`config.mk`:
```
export PLATFORM = sky130hd
export DESIGN_NAME = nco_complex_mixer_core
export DESIGN_NICKNAME = d
export VERILOG_FILES = /design/src/rtl/core/ncomix_pkg.sv /design/src/rtl/core/nco_complex_mixer_core.sv
export SDC_FILE = /design/constraint.sdc
export NUM_CORES = 1
export LEC_CHECK = 0
export BUFFER_PORTS_ARGS = -buffer_cell sky130_fd_sc_hd__buf_2
export CORE_MARGIN = 2
export CORE_UTILIZATION = 50
export DETAILED_ROUTE_END_ITERATION = 6
export GPL_ROUTABILITY_DRIVEN = 1
export PLACE_DENSITY = 0.68
export REMOVE_ABC_BUFFERS = 1
export SLEW_MARGIN = 20
export SYNTH_ARGS = -nofsm -noshare
export SYNTH_HDL_FRONTEND = slang
export SYNTH_SLANG_ARGS = --single-unit
```
`constraint.sdc`:
```
create_clock -name clock -period 13.06 [get_ports clock]
set_input_delay 0.653 -clock clock [delete_from_list [all_inputs] [get_ports clock]]
set_output_delay 0.653 -clock clock [all_outputs]
set_load 0.03 [all_outputs]
```
`src/rtl/core/ncomix_pkg.sv`:
```
`default_nettype none

package ncomix_pkg;

   // Oscillator table configuration.
   localparam int NCO_AMPLITUDE = 128;
   localparam int TABLE_BITS    = 10;

   // Field widths.
   localparam int SAMPLE_W  = 16;
   localparam int PHASE_W   = 32;
   localparam int DIVISOR_W = 15;
   localparam int CSR_IDX_W = 2;
   localparam int CSR_DATA_W = 32;

   // Quarter-wave table geometry.
   localparam int QBITS     = TABLE_BITS - 2;
   localparam int LUT_DEPTH = 1 << QBITS;
   localparam int AMP_W     = $clog2(NCO_AMPLITUDE + 1);

   // The divider retires this many quotient bits per cycle.
   localparam int DIV_BITS_PER_CYCLE = 2;
   localparam int DIV_STEPS          = SAMPLE_W / DIV_BITS_PER_CYCLE;
   localparam int DIV_STEP_W         = $clog2(DIV_STEPS);

   // Register indexes of the configuration port.
   localparam logic [CSR_IDX_W-1:0] CSR_PHASE_INC = CSR_IDX_W'(0);
   localparam logic [CSR_IDX_W-1:0] CSR_DIVIDE_BY = CSR_IDX_W'(1);

   // Two pi in Q30 radians.
   localparam logic [63:0] TWO_PI_Q30 = 64'd6746518852;
   localparam logic [63:0] ONE_Q30    = 64'd1 << 30;

   typedef logic [AMP_W-1:0] lut_type [LUT_DEPTH];

   // Quarter-wave sine sample, evaluated at elaboration by a Taylor series to x^17.
   function automatic logic [AMP_W-1:0] quarter_sin(int unsigned r);
      logic [63:0]        x;
      logic [63:0]        x2;
      logic [63:0]        term;
      logic signed [63:0] sum;
      logic [63:0]        scaled;
      x = ((64'(r) * TWO_PI_Q30) + (64'd1 << (TABLE_BITS - 1))) >> TABLE_BITS;
      x2 = (x * x) >> 30;
      term = x;
      sum = $signed(x);
      for (int n = 1; n <= 8; n++) begin
         term = ((term * x2) >> 30) / 64'((2 * n) * (2 * n + 1));
         if ((n % 2) == 1) begin
            sum = sum - $signed(term);
         end else begin
            sum = sum + $signed(term);
         end
      end
      if (sum < 0) begin
         sum = '0;
      end
      if (sum > $signed(ONE_Q30)) begin
         sum = $signed(ONE_Q30);
      end
      scaled = (64'(sum) * 64'(NCO_AMPLITUDE)) >> 30;
      if (r == 0) begin
         scaled = '0;
      end
      return AMP_W'(scaled);
   endfunction

   function automatic lut_type build_lut();
      lut_type t;
      for (int i = 0; i < LUT_DEPTH; i++) begin
         t[i] = quarter_sin(i);
      end
      return t;
   endfunction

   // Quarter-wave table: entry r holds the sine at r quarter steps.
   localparam lut_type SIN_LUT = build_lut();

endpackage

`default_nettype wire

```
`src/rtl/core/nco_complex_mixer_core.sv`:
```
`default_nettype none

// Channel  Direction  Handshake           Payload
// req      in         req_valid/req_stall sample_re, sample_im, load_phase, start_phase
// rsp      out        rsp_valid/rsp_stall out_re, out_im, phase_after
// csr      in         csr_we              csr_index, csr_wdata (write only)
//
// Between acceptance and the next acceptance an item goes through one table lookup,
// four passes of the shared 16x16 multiplier and the shared divider, which retires two
// quotient bits per cycle for each of the two parts. The input side stalls while an item
// is in flight.
// Reset is synchronous and active high; it clears the phase accumulator and sets the
// divisor to one. A stalled result waits in the output register while the next item
// is already being worked on; that item then waits until the register is free.

module nco_complex_mixer_core (
   input  wire logic                                  clock,
   input  wire logic                                  reset,
   input  wire logic                                  req_valid,
   output logic                                       req_stall,
   input  wire logic signed [ncomix_pkg::SAMPLE_W-1:0] req_sample_re,
   input  wire logic signed [ncomix_pkg::SAMPLE_W-1:0] req_sample_im,
   input  wire logic                                  req_load_phase,
   input  wire logic [ncomix_pkg::PHASE_W-1:0]        req_start_phase,
   output logic                                       rsp_valid,
   input  wire logic                                  rsp_stall,
   output logic signed [ncomix_pkg::SAMPLE_W-1:0]     rsp_out_re,
   output logic signed [ncomix_pkg::SAMPLE_W-1:0]     rsp_out_im,
   output logic [ncomix_pkg::PHASE_W-1:0]             rsp_phase_after,
   input  wire logic                                  csr_we,
   input  wire logic [ncomix_pkg::CSR_IDX_W-1:0]      csr_index,
   input  wire logic [ncomix_pkg::CSR_DATA_W-1:0]     csr_wdata
);
   import ncomix_pkg::*;

   // Sequencer states.
   localparam logic [2:0] ST_IDLE   = 3'd0;
   localparam logic [2:0] ST_LOOKUP = 3'd1;
   localparam logic [2:0] ST_MUL    = 3'd2;
   localparam logic [2:0] ST_DIV    = 3'd3;
   localparam logic [2:0] ST_DONE   = 3'd4;

   // Multiplier passes.
   localparam logic [1:0] MUL_RE_COS = 2'd0;
   localparam logic [1:0] MUL_RE_SIN = 2'd1;
   localparam logic [1:0] MUL_IM_SIN = 2'd2;
   localparam logic [1:0] MUL_IM_COS = 2'd3;

   // Quadrants of the phase.
   localparam logic [1:0] QUAD_FIRST  = 2'd0;
   localparam logic [1:0] QUAD_SECOND = 2'd1;
   localparam logic [1:0] QUAD_THIRD  = 2'd2;

   localparam logic [DIV_STEP_W-1:0] DIV_LAST = DIV_STEP_W'(DIV_STEPS - 1);

   logic [2:0]                state_ff, state_in;
   logic [PHASE_W-1:0]        phase_acc_ff, phase_acc_in;
   logic [PHASE_W-1:0]        phase_inc_ff, phase_inc_in;
   logic [DIVISOR_W-1:0]      divide_by_ff, divide_by_in;
   logic [1:0]                mul_step_ff, mul_step_in;
   logic [DIV_STEP_W-1:0]     div_step_ff, div_step_in;
   logic                      div_part_ff, div_part_in;
   logic                      rsp_valid_ff, rsp_valid_in;

   logic [PHASE_W-1:0]        phase_ff, phase_in;
   logic [PHASE_W-1:0]        phase_after_ff, phase_after_in;
   logic [SAMPLE_W-1:0]       xr_ff, xr_in;
   logic [SAMPLE_W-1:0]       xi_ff, xi_in;
   logic [SAMPLE_W-1:0]       cv_ff, cv_in;
   logic [SAMPLE_W-1:0]       sv_ff, sv_in;
   logic [SAMPLE_W-1:0]       acc_re_ff, acc_re_in;
   logic [SAMPLE_W-1:0]       acc_im_ff, acc_im_in;
   logic [SAMPLE_W-1:0]       div_rem_ff, div_rem_in;
   logic [SAMPLE_W-1:0]       div_quo_ff, div_quo_in;
   logic                      div_neg_ff, div_neg_in;
   logic [SAMPLE_W-1:0]       res_re_ff, res_re_in;
   logic [SAMPLE_W-1:0]       rsp_re_ff, rsp_re_in;
   logic [SAMPLE_W-1:0]       rsp_im_ff, rsp_im_in;
   logic [PHASE_W-1:0]        rsp_phase_ff, rsp_phase_in;

   logic                      req_accept;
   logic                      rsp_free;
   logic [PHASE_W-1:0]        phase_start;
   logic [TABLE_BITS-1:0]     table_idx;
   logic [1:0]                quadrant;
   logic [QBITS-1:0]          quarter_pos;
   logic [QBITS-1:0]          quarter_comp;
   logic [SAMPLE_W-1:0]       sin_mag;
   logic [SAMPLE_W-1:0]       cos_mag;
   logic [SAMPLE_W-1:0]       mul_a;
   logic [SAMPLE_W-1:0]       mul_b;
   logic [SAMPLE_W-1:0]       mul_prod;
   logic [SAMPLE_W-1:0]       divisor;
   logic [SAMPLE_W-1:0]       step_rem;
   logic [SAMPLE_W-1:0]       step_quo;
   logic [SAMPLE_W-1:0]       trial;
   logic [SAMPLE_W-1:0]       div_result;
   logic [SAMPLE_W-1:0]       im_mag;

   assign req_accept = req_valid && !req_stall;
   assign req_stall  = (state_ff != ST_IDLE);
   assign rsp_free   = !rsp_valid_ff || !rsp_stall;

   // Phase in use for the incoming item.
   assign phase_start = req_load_phase ? req_start_phase : phase_acc_ff;

   // Quarter-wave lookup: the cosine reads the table mirrored about the quarter turn.
   assign table_idx    = phase_ff[PHASE_W-1 -: TABLE_BITS];
   assign quadrant     = table_idx[TABLE_BITS-1 -: 2];
   assign quarter_pos  = table_idx[QBITS-1:0];
   assign quarter_comp = -quarter_pos;
   assign sin_mag      = SAMPLE_W'(SIN_LUT[quarter_pos]);
   assign cos_mag      = (quarter_pos == '0) ? SAMPLE_W'(NCO_AMPLITUDE)
                                             : SAMPLE_W'(SIN_LUT[quarter_comp]);

   // Operand selection for the shared multiplier; only the low half of the product is kept.
   always_comb begin
      case (mul_step_ff)
         MUL_RE_COS: begin
            mul_a = xr_ff;
            mul_b = cv_ff;
         end
         MUL_RE_SIN: begin
            mul_a = xi_ff;
            mul_b = sv_ff;
         end
         MUL_IM_SIN: begin
            mul_a = xr_ff;
            mul_b = sv_ff;
         end
         default: begin
            mul_a = xi_ff;
            mul_b = cv_ff;
         end
      endcase
   end

   assign mul_prod = SAMPLE_W'(mul_a * mul_b);

   // A zero divisor acts as one.
   assign divisor = (divide_by_ff == '0) ? SAMPLE_W'(1) : SAMPLE_W'(divide_by_ff);

   // Restoring divider: two quotient bits per cycle on magnitudes.
   always_comb begin
      step_rem = div_rem_ff;
      step_quo = div_quo_ff;
      trial    = '0;
      for (int k = 0; k < DIV_BITS_PER_CYCLE; k++) begin
         trial    = {step_rem[SAMPLE_W-2:0], step_quo[SAMPLE_W-1]};
         step_quo = {step_quo[SAMPLE_W-2:0], 1'b0};
         if (trial >= divisor) begin
            trial       = trial - divisor;
            step_quo[0] = 1'b1;
         end
         step_rem = trial;
      end
   end

   assign div_result = div_neg_ff ? -step_quo : step_quo;
   assign im_mag     = acc_im_ff[SAMPLE_W-1] ? -acc_im_ff : acc_im_ff;

   // Sequencer and datapath next values.
   always_comb begin
      state_in       = state_ff;
      phase_acc_in   = phase_acc_ff;
      phase_inc_in   = phase_inc_ff;
      divide_by_in   = divide_by_ff;
      mul_step_in    = mul_step_ff;
      div_step_in    = div_step_ff;
      div_part_in    = div_part_ff;
      rsp_valid_in   = rsp_valid_ff;
      phase_in       = phase_ff;
      phase_after_in = phase_after_ff;
      xr_in          = xr_ff;
      xi_in          = xi_ff;
      cv_in          = cv_ff;
      sv_in          = sv_ff;
      acc_re_in      = acc_re_ff;
      acc_im_in      = acc_im_ff;
      div_rem_in     = div_rem_ff;
      div_quo_in     = div_quo_ff;
      div_neg_in     = div_neg_ff;
      res_re_in      = res_re_ff;
      rsp_re_in      = rsp_re_ff;
      rsp_im_in      = rsp_im_ff;
      rsp_phase_in   = rsp_phase_ff;

      // Configuration writes; unknown indexes are ignored.
      if (csr_we) begin
         if (csr_index == CSR_PHASE_INC) begin
            phase_inc_in = csr_wdata[PHASE_W-1:0];
         end else if (csr_index == CSR_DIVIDE_BY) begin
            divide_by_in = csr_wdata[DIVISOR_W-1:0];
         end
      end

      // The result register empties when the consumer takes the item.
      if (rsp_valid_ff && !rsp_stall) begin
         rsp_valid_in = 1'b0;
      end

      case (state_ff)
         ST_IDLE: begin
            if (req_accept) begin
               xr_in          = req_sample_re;
               xi_in          = req_sample_im;
               phase_in       = phase_start;
               phase_after_in = phase_start + phase_inc_ff;
               phase_acc_in   = phase_start + phase_inc_ff;
               state_in       = ST_LOOKUP;
            end
         end
         ST_LOOKUP: begin
            case (quadrant)
               QUAD_FIRST: begin
                  cv_in = cos_mag;
                  sv_in = sin_mag;
               end
               QUAD_SECOND: begin
                  cv_in = -sin_mag;
                  sv_in = cos_mag;
               end
               QUAD_THIRD: begin
                  cv_in = -cos_mag;
                  sv_in = -sin_mag;
               end
               default: begin
                  cv_in = sin_mag;
                  sv_in = -cos_mag;
               end
            endcase
            mul_step_in = MUL_RE_COS;
            state_in    = ST_MUL;
         end
         ST_MUL: begin
            case (mul_step_ff)
               MUL_RE_COS: acc_re_in = mul_prod;
               MUL_RE_SIN: acc_re_in = acc_re_ff - mul_prod;
               MUL_IM_SIN: acc_im_in = mul_prod;
               default:    acc_im_in = acc_im_ff + mul_prod;
            endcase
            mul_step_in = mul_step_ff + 2'd1;
            if (mul_step_ff == MUL_IM_COS) begin
               // Real part is final; start its division.
               div_rem_in  = '0;
               div_quo_in  = acc_re_ff[SAMPLE_W-1] ? -acc_re_ff : acc_re_ff;
               div_neg_in  = acc_re_ff[SAMPLE_W-1];
               div_step_in = '0;
               div_part_in = 1'b0;
               state_in    = ST_DIV;
            end
         end
         ST_DIV: begin
            div_rem_in  = step_rem;
            div_quo_in  = step_quo;
            div_step_in = div_step_ff + DIV_STEP_W'(1);
            if (div_step_ff == DIV_LAST) begin
               if (!div_part_ff) begin
                  // Real quotient done; the imaginary part follows.
                  res_re_in   = div_result;
                  div_rem_in  = '0;
                  div_quo_in  = im_mag;
                  div_neg_in  = acc_im_ff[SAMPLE_W-1];
                  div_part_in = 1'b1;
               end else begin
                  div_quo_in = div_result;
                  state_in   = ST_DONE;
               end
            end
         end
         ST_DONE: begin
            if (rsp_free) begin
               rsp_re_in    = res_re_ff;
               rsp_im_in    = div_quo_ff;
               rsp_phase_in = phase_after_ff;
               rsp_valid_in = 1'b1;
               state_in     = ST_IDLE;
            end
         end
         default: begin
            state_in = ST_IDLE;
         end
      endcase
   end

   // Control state.
   always_ff @(posedge clock) begin
      if (reset) begin
         state_ff     <= ST_IDLE;
         phase_acc_ff <= '0;
         phase_inc_ff <= '0;
         divide_by_ff <= DIVISOR_W'(1);
         mul_step_ff  <= '0;
         div_step_ff  <= '0;
         div_part_ff  <= 1'b0;
         rsp_valid_ff <= 1'b0;
      end else begin
         state_ff     <= state_in;
         phase_acc_ff <= phase_acc_in;
         phase_inc_ff <= phase_inc_in;
         divide_by_ff <= divide_by_in;
         mul_step_ff  <= mul_step_in;
         div_step_ff  <= div_step_in;
         div_part_ff  <= div_part_in;
         rsp_valid_ff <= rsp_valid_in;
      end
   end

   // Payload registers.
   always_ff @(posedge clock) begin
      phase_ff       <= phase_in;
      phase_after_ff <= phase_after_in;
      xr_ff          <= xr_in;
      xi_ff          <= xi_in;
      cv_ff          <= cv_in;
      sv_ff          <= sv_in;
      acc_re_ff      <= acc_re_in;
      acc_im_ff      <= acc_im_in;
      div_rem_ff     <= div_rem_in;
      div_quo_ff     <= div_quo_in;
      div_neg_ff     <= div_neg_in;
      res_re_ff      <= res_re_in;
      rsp_re_ff      <= rsp_re_in;
      rsp_im_ff      <= rsp_im_in;
      rsp_phase_ff   <= rsp_phase_in;
   end

   assign rsp_valid       = rsp_valid_ff;
   assign rsp_out_re      = rsp_re_ff;
   assign rsp_out_im      = rsp_im_ff;
   assign rsp_phase_after = rsp_phase_ff;

   // An accepted item always moves on to the table lookup.
   assert property (@(posedge clock) disable iff (reset)
      req_accept |=> (state_ff == ST_LOOKUP))
      else $error("accepted item did not start its lookup");

   // The oscillator phase moves only when an item is accepted.
   assert property (@(posedge clock) disable iff (reset)
      (!req_accept && !reset) |=> $stable(phase_acc_ff))
      else $error("phase accumulator changed without an item");

   // A new result appears only from the final state.
   assert property (@(posedge clock) disable iff (reset)
      $rose(rsp_valid_ff) |-> ($past(state_ff) == ST_DONE))
      else $error("result register loaded outside the final state");

   // The last multiplier pass hands the real part to the divider.
   assert property (@(posedge clock) disable iff (reset)
      ((state_ff == ST_MUL) && (mul_step_ff == MUL_IM_COS))
         |=> ((state_ff == ST_DIV) && (div_step_ff == '0) && !div_part_ff))
      else $error("divider not started after the multiplier passes");

endmodule

`default_nettype wire

```
Word-level counts from Yosys, hierarchy flattened
Memories as Yosys holds them, arrays and structs flattened.
Index checks and enable logic that the tools add are counted.
- ROM bits: 4096
- memories kept: 2
- output and inout port bits: 66
- input bits: 104
- bits in registers: 361
- bitwise operators: 5
- $lt $le $gt $ge: 4
- multiply operators: 1
- reductions and logical operators: 30
- add/sub/neg operators: 13
- multiplexer cells: 47
- equal/unequal tests: 17
- memory list (name ; depth ; bits a word ; read ports ; clocked after Yosys merged registers in ; write ports ; RTL line ; source):
    (name not given) ; 256 ; 8 ; 1 ; 0 ; 0 ; nco_complex_mixer_core.sv:114 ; : SAMPLE_W'(SIN_LUT[quarter_comp]);
    (name not given) ; 256 ; 8 ; 1 ; 0 ; 0 ; nco_complex_mixer_core.sv:112 ; assign sin_mag = SAMPLE_W'(SIN_LUT[quarter_pos]);
- operator list (operator ; count):
    16-bit two-way mux ; 8
    16-bit one-hot mux with 2 select lines ; 3
    16-bit one-hot mux with 3 select lines ; 2
    15-bit two-way mux ; 6
    16-bit negator ; 3
    8-bit two-way mux ; 5
    32-bit adder ; 1
    16-bit by 15-bit >= comparator with 1-bit output ; 2
    32-bit two-way mux ; 1
    8-bit negator with 16-bit output ; 2
    15-bit one-hot mux with 2 select lines ; 1
    15-bit subtractor ; 2
    9-bit >= comparator (second input constant) ; 2
    3-bit two-way mux ; 6
    8-bit inverter with 9-bit output ; 2
    16-bit adder ; 1
    16-bit by 16-bit multiplier with 16-bit output ; 1
    16-bit subtractor ; 1
    15-bit zero test ; 1
    3-bit one-hot mux with 5 select lines ; 1
    2-bit inequality test (second input constant) ; 6
    2-bit AND reduction ; 6
    1-bit two-way mux ; 10
    3-bit AND reduction ; 3
    23 further kinds ; 41

Logic depth before layout (Yosys ltp)
- depth in word-level cells: 11
- mapped depth: 34

Worst setup path before layout
No wires, ideal clock.
- path type: reg2reg
- start point: register mul_step_ff[0]
- end point: register acc_re_ff[13], data pin
- path buffers: 2
- arrival time: 7.467 ns
- stages on the path, launching flop included: 33
- path slack: 5.336 ns
- clock period less this slack: 7.724 ns
- cells stage by stage: dfxtp_1 inv_1 ha_1 nor2_4 buf_2 mux2i_1 clkbuf_1 nor2_1 fa_1 inv_1 fa_1 inv_1 ha_1 ha_1 inv_1 fa_1 fa_1 inv_1 ha_1 nor3_1 o21ai_0 a31oi_1 xnor2_1 inv_1 ha_1 or3_1 o21ai_0 a21oi_1 maj3_1 maj3_1 xnor2_1 nand2_1 xnor2_1
- longest elaborated chain between the ends: 6
- elaborated cells between the ends (all ways): 10
- classes of those cells: 1 x add/sub; 1 x mul; 2 x eq/ne; 3 x mux; 3 x reduce/logical
- ends and longest elaborated chain (what ; RTL line ; source):
    from (decl) ; nco_complex_mixer_core.sv:60 ; logic [1:0] mul_step_ff, mul_step_in;
    from (signal assigned) ; nco_complex_mixer_core.sv:302 ; mul_step_ff <= mul_step_in;
    2-bit == test, or another cell as far along ; nco_complex_mixer_core.sv:118 ; case (mul_step_ff)
    2-bit OR reduction (no source line) ; n/a ;
    16-bit two-way mux ; nco_complex_mixer_core.sv:118 ;
    16-bit by 16-bit multiplier with 16-bit output ; nco_complex_mixer_core.sv:138 ; assign mul_prod = SAMPLE_W'(mul_a * mul_b);
    16-bit subtractor ; nco_complex_mixer_core.sv:238 ; MUL_RE_SIN: acc_re_in = acc_re_ff - mul_prod;
    16-bit one-hot mux with 2 select lines * ; nco_complex_mixer_core.sv:236 ; case (mul_step_ff)
    to (signal assigned) ; nco_complex_mixer_core.sv:317 ; acc_re_ff <= acc_re_in;
    to (decl) ; nco_complex_mixer_core.sv:71 ; logic [SAMPLE_W-1:0] acc_re_ff, acc_re_in;
Every way passes the cells marked *; elsewhere a longest branch is shown, timed or not.
A chain may end at the register's enable or synchronous reset.

Worst setup path in the final report
Same ends and word-level chain as after synthesis.

==> results.sh <==
export IMPL_finalMaxSlewViolations=0
export IMPL_cts_htree_levels=2
export IMPL_synth_edff_count=248
export IMPL_seqCellArea_um2=9229
export IMPL_fillers=4420
export IMPL_crit_path_frequent_cell="inv_1"
export IMPL_multi_input_area_um2=14970
export IMPL_r2r_setup_slack_ns=4.20
export IMPL_critPathMaxFanout=31
export IMPL_tightest_slew_ns=1.036
export IMPL_clk_latency_ns=0.58
export IMPL_slew_limit_headroom_pct=28.94
export IMPL_max_stage_delay_ns=0.93
export IMPL_grt_max_degree=68
export IMPL_clockBufferDepth=3
export IMPL_place_ws_ns=3.903
export IMPL_cts_buffers=38
export IMPL_async_flop_share_pct=0
export IMPL_cp_start_kind="flip-flop"
export IMPL_cap_violations=0
export IMPL_die_w_um=230.4
export IMPL_cts_sinks=337
export IMPL_setup_violations=0
export IMPL_drt_iter0_markers=1713
export IMPL_fin_crit_sh_pct=67.82
export IMPL_wl_per_cell_um=18.24
export IMPL_hold_path_class="input pin to flip-flop"
export IMPL_antenna_found_initial=9
export IMPL_syn_inst=2772
export IMPL_grt_pass1_wl_um=105100
export IMPL_drtAntennaViolNets=0
export IMPL_holdWs_ns=0.2667
export IMPL_critPathSlowestCell="mux2i_1"
export IMPL_critPathKind="flip-flop to flip-flop"
export IMPL_endpoint_kind="flip-flop"
export IMPL_fp_row_count=82
export IMPL_synth_flop_cell="edfxtp_1"
export IMPL_syn_area_um2=25630
export IMPL_cts_tree="built"
export IMPL_postSynthAreaPerCell_um2=9.245
export IMPL_grt_pass1_vias=20390
export IMPL_wl_um=65280
export IMPL_area_growth_pct=10.38
export IMPL_cts_hold_buf=0
export IMPL_synth_largest_area_cell="edfxtp_1"
export IMPL_start_util_pct=50.87
export IMPL_rsz0062_at_grt="false"
export IMPL_cts_resized_gates=0
export IMPL_ios=170
export IMPL_fp_coreArea_um2=50380
export IMPL_fmax_mhz=112.9
export IMPL_viasPerCell=5.802
export IMPL_yosysSeqAreaShare_pct=36.01
export IMPL_outcome="finished, final reports clean"
export IMPL_grtUsageTotal_pct=24.21
export IMPL_ys_ff_latch=337
export IMPL_fp_dieArea_um2=53080
export IMPL_drc_errors=0
export IMPL_setup_tns_final_ns=0
export IMPL_synth_area_leaders="edfxtp_1 29%, ha_1 8.4%, dfxtp_1 7.0%"
export IMPL_die_height_um=230.4
export IMPL_synthMostInstantiatedCell="nand2_1"
export IMPL_place_congestion=0.9062
export IMPL_yosys_warnings=0
export IMPL_worstPathRequired_ns=13.36
export IMPL_port_buffer_count=169
export IMPL_setup_ws_ns=4.203
export IMPL_critPathArrivalTime_ns=9.16
export IMPL_yosys_top_cells_count="295 x nand2_1, 250 x nor2_1, 248 x edfxtp_1"
export IMPL_fin_skew_ns=0.03790
export IMPL_hpwlAfterDp_um=48080
export IMPL_synth_top_area_share_pct=29.06
export IMPL_vias=20760
export IMPL_hold_violations=0
export IMPL_layout_drive_gt1_share_pct=13.30
export IMPL_drt_pass1_iterations=6
export IMPL_ys_types=100
export IMPL_clkTransAtPathRegs_ns=0.06
export IMPL_ctsRootBufferMaster="clkbuf_16"
export IMPL_min_period_ns=8.857
export IMPL_post_cts_buffers=0
export IMPL_fin_nets=3235
export IMPL_grt_overflow=0
==> sequential cells by signal (all words and copies together), names as in the netlist, 10 cells and up <==
| register | count |
|---|---|
| phase_ff | 10 |
| xr_ff | 16 |
| phase_inc_ff | 32 |
| phase_acc_ff | 32 |
| res_re_ff | 16 |
| rsp_out_im | 16 |
| div_rem_ff | 15 |
| sv_ff | 15 |
| phase_after_ff | 32 |
| xi_ff | 16 |
| acc_im_ff | 16 |
| div_quo_ff | 16 |
| acc_re_ff | 16 |
| rsp_out_re | 16 |
| cv_ff | 15 |
| divide_by_ff | 15 |
| rsp_phase_after | 32 |
==> worst paths after layout <==
kind,from,endpoint,cells after the start
setup / recovery,mul_step_ff[0]$_SDFFE_PP0P_,acc_re_ff[13]$_DFFE_PP_,30
hold / removal,req_sample_re[12],xr_ff[12]$_DFFE_PP_,1
setup reg to reg,mul_step_ff[0]$_SDFFE_PP0P_,acc_re_ff[13]$_DFFE_PP_,30
hold reg to reg,phase_after_ff[4]$_DFFE_PP_,rsp_phase_after[4]$_DFFE_PP_,0
==> metal layers <==
layer	GRT usage [%]	routed length, µm
met1	32.63	29160
met2	39.62	30350
met3	4.163	3744
met4	7.984	1987
met5	0	39
==> cell usage in the layout (no fill, tap or decap), types with 52 or more instances in the layout <==
| master | synthesis | final |
|---|---|---|
| nor3_1 | 61 | 61 |
| o21ai_0 | 139 | 138 |
| xnor2_1 | 125 | 125 |
| nand2_1 | 295 | 294 |
| a21oi_1 | 194 | 193 |
| inv_1 | 219 | 218 |
| fa_1 | 86 | 86 |
| buf_2 | 25 | 168 |
| dfxtp_1 | 89 | 89 |
| ha_1 | 173 | 171 |
| mux2i_1 | 66 | 65 |
| nand3_1 | 52 | 52 |
| edfxtp_1 | 248 | 248 |
| nor2_1 | 250 | 250 |
==> critical path, delay by kind of cell, from the launching register on <==
| family | cells | cell delay [ns] |
|---|---|---|
| fa+ha+maj | 11 | 4.35 |
| simple gates | 6 | 1.55 |
| mux | 1 | 0.93 |
| xor+xnor | 3 | 0.55 |
| compound gates | 3 | 0.43 |
| buf+inv | 6 | 0.40 |
| flops | 1 | 0.36 |
==> stage by stage <==
stage          util (%)  cells  cell area [µm²]
2_1_floorplan         -   2631            25010
3_3_place_gp      53.54   3504            26970
3_5_place_dp      53.54   3504            26970
4_1_cts           56.11   3574            28270
5_1_grt           56.14   3577            28280
6_report          56.15   3579            28290
==> cell type report <==
cell class	instances	area share, %
repair buffers	201	3.848
well taps	672	2.972
inverters	226	3.008
clock buffers	49	3.689
flip-flops and latches	337	32.62
diodes	5	0.04423
multi-input cells	2068	52.93
clock inverters	21	0.8890
==> kinds of logic after synthesis <==
| logic type | synth area share [%] |
|---|---|
| simple gates | 15.72 |
| fa+ha+maj | 15.36 |
| compound gates | 16.59 |
| buf+inv | 5.717 |
| mux | 4.687 |
| flops | 36.01 |
| xor+xnor | 5.912 |
Power is left out: the tool's default activity adds up to more than one toggle a clock period on the data nets, which glitch-free logic cannot reach.
